==> src/rtl/wsu_pkg.sv <==
// Types and constants shared by the websocket frame unmasker modules.
`timescale 1ns / 1ps

package wsu_pkg;

  typedef enum logic [2:0] {
    PH_HDR0     = 3'd0,
    PH_HDR1     = 3'd1,
    PH_HDR1_CLS = 3'd2,
    PH_EXTLEN   = 3'd3,
    PH_MASK     = 3'd4,
    PH_PAYLOAD  = 3'd5
  } phase_t;

  typedef enum logic [1:0] {
    KIND_DATA  = 2'd0,
    KIND_EMPTY = 2'd1,
    KIND_CLOSE = 2'd2,
    KIND_BAD   = 2'd3
  } kind_t;

  localparam logic [3:0] OP_CLOSE  = 4'h8;
  localparam logic [3:0] OP_BINARY = 4'h2;

  localparam logic [6:0] LEN_EXT16 = 7'd126;

  localparam logic [3:0] CNT_EXT16 = 4'd2;
  localparam logic [3:0] CNT_EXT64 = 4'd8;
  localparam logic [3:0] CNT_MASK  = 4'd4;

  typedef struct packed {
    logic       valid;
    kind_t      kind;
    logic [7:0] data;
    logic       last;
  } result_t;

endpackage

==> src/rtl/websocket_frame_unmasker.sv <==
// A result is registered and appears on the master side in the cycle after its input byte is taken.
// Throughput: one byte per cycle; the slave side stays ready while the output register
// is empty or is being drained in the same cycle.
// Reset (rst, synchronous): parser returns to the first header byte, clears the halt,
// and the output register is emptied.
`timescale 1ns / 1ps

module websocket_frame_unmasker
  import wsu_pkg::*;
(
  input  logic       clk,
  input  logic       rst,
  input  logic       s_tvalid,
  output logic       s_tready,
  input  logic [7:0] s_tdata,   // [7:0] data_byte
  output logic       m_tvalid,
  input  logic       m_tready,
  output logic [7:0] m_tdata,   // [7:0] payload_byte
  output logic [1:0] m_tuser,   // [1:0] result_kind
  output logic       m_tlast    // last_of_frame
);

  logic    accept;
  result_t res;
  logic    halted;
  kind_t   out_kind;

  assign s_tready = !m_tvalid || m_tready;
  assign accept   = s_tvalid && s_tready;

  wsu_parser u_parser (
    .clk       (clk),
    .rst       (rst),
    .accept    (accept),
    .data_byte (s_tdata),
    .res       (res),
    .halted    (halted)
  );

  always_ff @(posedge clk) begin
    if (rst) begin
      m_tvalid <= 1'b0;
    end else if (accept) begin
      m_tvalid <= res.valid;
    end else if (m_tready) begin
      m_tvalid <= 1'b0;
    end
  end

  always_ff @(posedge clk) begin
    if (accept && res.valid) begin
      out_kind <= res.kind;
      m_tdata  <= res.data;
      m_tlast  <= res.last;
    end
  end

  assign m_tuser = out_kind;

`ifndef SYNTHESIS
  a_valid_from_accept: assert property (@(posedge clk) disable iff (rst)
    $rose(m_tvalid) |-> $past(s_tvalid && s_tready))
    else $error("result appeared without an accepted transaction");

  a_last_only_on_data: assert property (@(posedge clk) disable iff (rst)
    (m_tvalid && m_tlast) |-> (m_tuser == KIND_DATA))
    else $error("last flag on a non-payload result");

  a_status_fields_zero: assert property (@(posedge clk) disable iff (rst)
    (m_tvalid && m_tuser != KIND_DATA) |-> (m_tdata == 8'd0 && !m_tlast))
    else $error("status result carries payload bits");

  a_halt_after_stop: assert property (@(posedge clk) disable iff (rst)
    (m_tvalid && (m_tuser == KIND_CLOSE || m_tuser == KIND_BAD)) |-> halted)
    else $error("parser not halted after close or unsupported frame");
`endif

endmodule

==> src/rtl/wsu_parser.sv <==
// Header parser, length and mask key capture, and payload unmasking.
`timescale 1ns / 1ps

module wsu_parser
  import wsu_pkg::*;
(
  input  logic       clk,
  input  logic       rst,
  input  logic       accept,
  input  logic [7:0] data_byte,
  output result_t    res,
  output logic       halted
);

  phase_t      phase, phase_next;
  logic [3:0]  count, count_next;
  logic        opcode_ok, opcode_ok_next;
  logic [63:0] length, length_next;
  logic [31:0] mask_key, mask_key_next;
  logic [63:0] remaining, remaining_next;
  logic [1:0]  mask_pos, mask_pos_next;
  logic        halted_next;

  logic [3:0]  count_dec;
  logic [63:0] remaining_dec;
  logic [7:0]  key_byte;

  assign count_dec     = count - 4'd1;
  assign remaining_dec = remaining - 64'd1;

  always_comb begin
    unique case (mask_pos)
      2'd0:    key_byte = mask_key[31:24];
      2'd1:    key_byte = mask_key[23:16];
      2'd2:    key_byte = mask_key[15:8];
      default: key_byte = mask_key[7:0];
    endcase
  end

  // next state
  always_comb begin
    phase_next     = phase;
    count_next     = count;
    opcode_ok_next = opcode_ok;
    length_next    = length;
    mask_key_next  = mask_key;
    remaining_next = remaining;
    mask_pos_next  = mask_pos;
    halted_next    = halted;
    if (accept && !halted) begin
      unique case (phase)
        PH_HDR0: begin
          opcode_ok_next = data_byte[7] && (data_byte[3:0] == OP_BINARY);
          phase_next     = (data_byte[3:0] == OP_CLOSE) ? PH_HDR1_CLS : PH_HDR1;
          length_next    = '0;
          mask_key_next  = '0;
          mask_pos_next  = '0;
          count_next     = '0;
        end
        PH_HDR1, PH_HDR1_CLS: begin
          if (phase == PH_HDR1_CLS || !opcode_ok || !data_byte[7]) begin
            halted_next = 1'b1;
          end else if (data_byte[6:0] < LEN_EXT16) begin
            length_next = {57'd0, data_byte[6:0]};
            count_next  = CNT_MASK;
            phase_next  = PH_MASK;
          end else begin
            length_next = '0;
            count_next  = (data_byte[6:0] == LEN_EXT16) ? CNT_EXT16 : CNT_EXT64;
            phase_next  = PH_EXTLEN;
          end
        end
        PH_EXTLEN: begin
          length_next = {length[55:0], data_byte};
          count_next  = count_dec;
          if (count_dec == 4'd0) begin
            count_next = CNT_MASK;
            phase_next = PH_MASK;
          end
        end
        PH_MASK: begin
          mask_key_next = {mask_key[23:0], data_byte};
          count_next    = count_dec;
          if (count_dec == 4'd0) begin
            mask_pos_next  = '0;
            remaining_next = length;
            phase_next     = (length == 64'd0) ? PH_HDR0 : PH_PAYLOAD;
          end
        end
        PH_PAYLOAD: begin
          mask_pos_next  = mask_pos + 2'd1;
          remaining_next = remaining_dec;
          if (remaining_dec == 64'd0) begin
            phase_next = PH_HDR0;
          end
        end
        default: begin
          phase_next = PH_HDR0;
        end
      endcase
    end
  end

  // result for the byte at the input
  always_comb begin
    res = '{valid: 1'b0, kind: KIND_DATA, data: 8'd0, last: 1'b0};
    if (!halted) begin
      unique case (phase)
        PH_HDR1, PH_HDR1_CLS: begin
          if (phase == PH_HDR1_CLS) begin
            res.valid = 1'b1;
            res.kind  = KIND_CLOSE;
          end else if (!opcode_ok || !data_byte[7]) begin
            res.valid = 1'b1;
            res.kind  = KIND_BAD;
          end
        end
        PH_MASK: begin
          if (count_dec == 4'd0 && length == 64'd0) begin
            res.valid = 1'b1;
            res.kind  = KIND_EMPTY;
          end
        end
        PH_PAYLOAD: begin
          res.valid = 1'b1;
          res.kind  = KIND_DATA;
          res.data  = data_byte ^ key_byte;
          res.last  = (remaining_dec == 64'd0);
        end
        default: begin
          res.valid = 1'b0;
        end
      endcase
    end
  end

  always_ff @(posedge clk) begin
    if (rst) begin
      phase     <= PH_HDR0;
      count     <= '0;
      opcode_ok <= 1'b0;
      length    <= '0;
      mask_key  <= '0;
      remaining <= '0;
      mask_pos  <= '0;
      halted    <= 1'b0;
    end else begin
      phase     <= phase_next;
      count     <= count_next;
      opcode_ok <= opcode_ok_next;
      length    <= length_next;
      mask_key  <= mask_key_next;
      remaining <= remaining_next;
      mask_pos  <= mask_pos_next;
      halted    <= halted_next;
    end
  end

endmodule

==> config.mk <==
export PLATFORM = sky130hd
export DESIGN_NAME = websocket_frame_unmasker
export DESIGN_NICKNAME = d
export VERILOG_FILES = /design/src/rtl/wsu_pkg.sv /design/src/rtl/websocket_frame_unmasker.sv /design/src/rtl/wsu_parser.sv
export SDC_FILE = /design/constraint.sdc
export NUM_CORES = 1
export LEC_CHECK = 0
export BUFFER_PORTS_ARGS = -buffer_cell sky130_fd_sc_hd__buf_4
export CORE_ASPECT_RATIO = 1.2
export CORE_UTILIZATION = 55
export CTS_CLUSTER_DIAMETER = 50
export DETAILED_ROUTE_END_ITERATION = 7
export GPL_ROUTABILITY_DRIVEN = 1
export PLACE_DENSITY = 0.68
export SYNTH_ARGS = -nofsm -noshare
export SYNTH_HDL_FRONTEND = slang
export SYNTH_HIERARCHICAL = 1
export SYNTH_SLANG_ARGS = --single-unit
==> constraint.sdc <==
create_clock -name clk -period 3.9 [get_ports clk]
set_input_delay 0.39 -clock clk [delete_from_list [all_inputs] [get_ports clk]]
set_output_delay 0.39 -clock clk [all_outputs]
set_load 0.02 [all_outputs]
== Word-level counts from Yosys, hierarchy flattened ==
Index checks and enable logic that the tools add are counted.

* Add/sub/neg operators: 3
* $lt $le $gt $ge: 1
* Equality and inequality tests: 14
* Multiplexer cells: 31
* Bitwise logic cells: 2
* Reductions and logical operators: 34

{| class="wikitable"
|+ Operators with widths
! operator !! number
|-
| $pmux 64 s3 || 1
|-
| $logic_not 64->1 || 2
|-
| $mux 64 || 2
|-
| $pmux 64 s2 || 1
|-
| $pmux 32 s2 || 1
|-
| $sub 64x1->64 const B || 1
|-
| $mux 3 || 9
|-
| $pmux 8 s3 || 1
|-
| $mux 4 || 4
|-
| $pmux 4 s4 || 1
|-
| $pmux 3 s5 || 1
|-
| $reduce_and 3->1 || 5
|-
| $mux 12 || 1
|-
| $mux 9 || 1
|-
| $xor 8x8->8 || 1
|-
| $eq 7x7->1 const B || 1
|-
| $lt 7x7->1 const B || 1
|-
| $mux 7 || 1
|-
| $eq 3x2->1 const B || 2
|-
| $eq 3x3->1 const B || 2
|-
| $ne 2x1->1 const B || 3
|-
| $pmux 2 s3 || 1
|-
| $reduce_bool 2->1 || 3
|-
| $reduce_bool 3->1 || 2
|-
| other kinds (23) || 37
|}

* Flip-flop bits (word level): 183
* Input bits: 12
* Output and inout bits: 13
* Logic and storage cells: 97

== Longest topological paths before layout ==
* Word-level depth: 7
* Depth in mapped cells: 12

== By module ==
The synthesis kept the hierarchy.

{| class="wikitable"
|+ By module, submodules not included
! module !! instances !! cells each !! area each (um2)
|-
| wsu_parser || 1 || 1379 || 10248.6
|-
| websocket_frame_unmasker || 1 || 17 || 397.9
|}

== Least setup slack after synthesis ==
OpenSTA, ideal clock, no wires.

* Path type: flip-flop to flip-flop
* Start: register u_parser.remaining[0]
* End: register m_tlast, data pin
* Setup time: 0.170 ns
* Arrival: 2.654 ns
* Required time: 3.730 ns
* Path slack: 1.076 ns
* Stages on the path, launching flop included: 12
* Path buffers: 1
* Clock period less this slack: 2.824 ns
* Path through: dfxtp_1 inv_1 ha_1 nor4b_4 nand4_1 buf_4 and4bb_4 xor2_1 or4_1 nor3b_2 nand4_1 nor4_2

* Longest elaborated chain between the ends: 2

{| class="wikitable"
|+ Ends and longest elaborated chain
! item !! line !! RTL
|-
| start, declared || wsu_parser.sv:20 || <nowiki>logic [63:0] remaining, remaining_next;</nowiki>
|-
| start signal, assigned || wsu_parser.sv:153 || <nowiki>remaining <= remaining_next;</nowiki>
|-
| $sub 64x1->64 || wsu_parser.sv:29 || <nowiki>assign remaining_dec = remaining - 64'd1;</nowiki>
|-
| $logic_not 64->1 || wsu_parser.sv:128 || <nowiki>res.last = (remaining_dec == 64'd0);</nowiki>
|-
| end signal, assigned || websocket_frame_unmasker.sv:54 || <nowiki>m_tlast <= res.last;</nowiki>
|-
| end, declared || websocket_frame_unmasker.sv:20 || <nowiki>output logic m_tlast</nowiki>
|}

Every way passes these cells.
A chain may end at the register's enable or synchronous reset.

== Worst setup path in the final report ==
* Start: register u_parser.remaining[1]
* End: register m_tlast, data pin

The elaborated chain is that of the path after synthesis.

==> results_dict.tcl <==
set metrics [dict create \
    status "completed" \
    timing.rr.end "m_tlast" \
    drive_gt1_share_pct 10.2 \
    slack_of_the_critical_path_ns 0.251 \
    yosys.cell_types.count 89 \
    pre_cts_ws_ns 0.323 \
    global_route.overflow_total 0 \
    core_mm2 0.0189 \
    global_route.usage.total_pct 36.9 \
    netlist_instances 1396 \
    hpwlAfterDp_um 25300 \
    synth_largest_area_cell "dfxtp_1" \
    finalSetupViolations 0 \
    startpoint "u_parser/remaining[1]" \
    post-cts-setup-buffer-count 0 \
    i_o_pin_total 25 \
    diodes 0 \
    post_cts_resize_count 0 \
    fp-row-count 55 \
    cts_tree "built" \
    syn-cell-area_mm2 0.0106 \
    unrepaired_setup_endpoints_after_global_routing "false" \
    clkTransAtPathRegs_ns 0.09 \
    finalNetCount 1366 \
    cts-htree-levels 4 \
    setup-tns-final_ns 0 \
    hold_viol_final 0 \
    final_max_slew_viol_count 0 \
    path_common_cell "nand4_1" \
    slew-limit-headroom_pct 35.1 \
    floorplan.die.height_um 154 \
    edff_count_synth 11 \
    synth_async_sr_flop_share_pct 0 \
    drt_first_pass_iters 5 \
    route.antenna.remaining_nets 0 \
    worst_hold_path.num_cells 3 \
    first_global_vias 9903 \
    grt_pass1_wl_um 56000 \
    cell_at_the_root_of_the_clock_tree "clkbuf_16" \
    postCtsHoldBufs 0 \
    numCtsBuffers 17 \
    grt_start_max_net_pins 90 \
    yosysMostFrequentCell "nand2_1" \
    timing.critical_path.cells "inv_1 > ha_1 > nor4b_4 > nand4_1 > and4bb_4 > xor2_1 > or4_1 > nor3b_2 > nand4_1 > nor4_2" \
    worst_slew_pin_slew_ns 0.973 \
    yosys_warnings 6 \
    p_leak_nw 3.93 \
    synth_common_cells "175 x nand2_1, 172 x dfxtp_1, 170 x nor2_1, 146 x a21oi_1, 94 x clkbuf_1" \
    antenna_found_initial 0 \
    finalWirelength_um 35900 \
    holdCritStartpoint "s_tdata[1]" \
    critPathMaxFanout 11 \
    regToRegSetupSlack_ns 0.25 \
    worst_hold_path.endpoint "u_parser/mask_key[1]" \
    post-route-drc-count 0 \
    numClockSinks 183 \
    cp.buffers_inverters 1 \
    post-place-cells 1583 \
    finalHoldWorstSlack_ns 0.239 \
    synth_seq_area_share_pct 35.4 \
    hold_path_class "in2reg" \
    clock_tree.buffer_depth 2 \
    startpoint_class "flip-flop" \
    criticalPathCategory "reg2reg" \
    insertion_delay_ns 0.44 \
    synthesis.nets 1416 \
    fmaxAchievable_mhz 274 \
    floorplan.initialDensity_pct 56.3 \
    critical-path-max-stage-delay_ns 0.58 \
    synth_top_cells_by_area "dfxtp_1 32%, a21oi_1 6.9%, nand2_1 6.2%" \
    critical_path.slowest_cell "nand4_1" \
    clock_skew_ns 0.0131 \
    critPathArrivalTime_ns 3.90 \
    post-route-period-util_pct 93.6 \
    route.detailed.wl_per_inst_um 22.2 \
    via_per_inst 6.67 \
    post-route-min-period_ns 3.65 \
    critical-path-top-delay-family "simple AND/OR/NAND/NOR gates" \
    power-per-cell-area_mw_per_mm2 477 \
    worstReg2RegStart "u_parser/remaining[1]" \
    ys.flop_type "dfxtp_1" \
    drt-initial-drc-count 1179 \
    io_buffer_count 24 \
    syn_avg_cell_area_um2 7.63 \
    final_cell_count_no_fill 1615 \
    crit_path_end_kind "flip-flop" \
    die_width_um 129 \
    peak_supply_drop_mv 0.295 \
    crit_required_ns 4.15 \
    fp.dieArea_mm2 0.0199 \
    synth_top_area_share_pct 32.3 \
    total_power_w 0.00551 \
    cap_viol_max_count 0 \
    globalplace.congestion 1.01 \
    area_growth_syn_to_layout_pct 8.34 \
    worstRegToRegCells 10 \
    dr_total_vias 10800 \
    ys_ff_latch 183 \
]
## worst max path at each step
| stage | end | depth (start not counted) |
|---|---|---|
| finish | m_tlast | 10 |
| floorplan | m_tlast | 11 |
| global placement | m_tlast | 10 |
| global route | m_tlast | 10 |
| detailed placement | m_tlast | 10 |
| CTS | m_tlast | 10 |
## cell type report
cell class | instances | area, um^2
sequential | 183 | 3770
tap | 256 | 320
timing repair buffer | 45 | 388
inverter | 18 | 67.6
clock inverter | 15 | 218
clock buffer | 17 | 425
multi-input combinational | 1081 | 6340
fill | 1762 | 7390
## sequential cells by signal (all words and copies together) (netlist names)
register / count
u_parser/mask_key: 32
u_parser/phase: 3
u_parser/length: 64
m_tvalid: 1
u_parser/count: 4
m_tdata: 8
u_parser/halted: 1
u_parser/remaining: 64
m_tlast: 1
m_tuser: 2
u_parser/opcode_ok: 1
u_parser/mask_pos: 2
## placed cells by master (no fill, tap or decap), drive strengths merged, types with 8 or more instances in the layout
cell type	count
nand2	176
dfxtp	172
nor2	170
a21oi	146
nand3	89
o21ai	77
a22oi	55
nor4	50
buf	45
nand4	43
nor3	40
inv	25
a211oi	24
xnor2	22
o31ai	18
clkbuf	17
or4	16
edfxtp	11
or3	10
a222oi	8
xor2	8
a31oi	8
o22ai	8
ha	8
nand2b	8
## cells by family (layout without fill, tap and decap cells)
| kind of cell | after synthesis | after routing | share of synthesized area, % |
|---|---|---|---|
| and+or+nand+nor | 658 | 658 | 33.1 |
| AOI/OAI and AO/OA | 381 | 381 | 22.2 |
| DFF | 183 | 183 | 35.4 |
| buffers and inverters | 132 | 95 | 5.48 |
| xor gates and xnor gates | 30 | 30 | 2.47 |
| adders and majority gates | 8 | 8 | 0.940 |
| muxes | 4 | 4 | 0.400 |
## worst min-delay path, delay by kind of cell
kind                   cells  cell delay (ns)
and+or+nand+nor            1             0.08
buffers and inverters      1             0.12
AOI/OAI and AO/OA          1             0.07
## layer usage
| metal | vias to the layer above | part of all wire (%) | GRT usage [%] |
|---|---|---|---|
| li1 | 5035 | - | - |
| met1 | 5079 | 39 | 44.5 |
| met2 | 530 | 48 | 60.4 |
| met3 | 120 | 6.4 | 4.77 |
| met4 | 0 | 6.9 | 26.1 |
| met5 | - | 0 | 0 |
## where the power goes
group | switching (W) | leakage, nW | internal, W
Clock | 0.000914 | 0.309 | 0.000946
Combinational | 0.00113 | 2.13 | 0.000506
Sequential | 0.0000734 | 1.49 | 0.00194
## through the flow
stage | utilization [%] | cell area, um^2
2_1_floorplan | - | 10600
3_3_place_gp | 57.6 | 10900
3_5_place_dp | 57.6 | 10900
4_1_cts | 61.0 | 11500
5_1_grt | 61.0 | 11500
6_report | 61.0 | 11500
No activity file was read; power rests on OpenSTA's default activity.
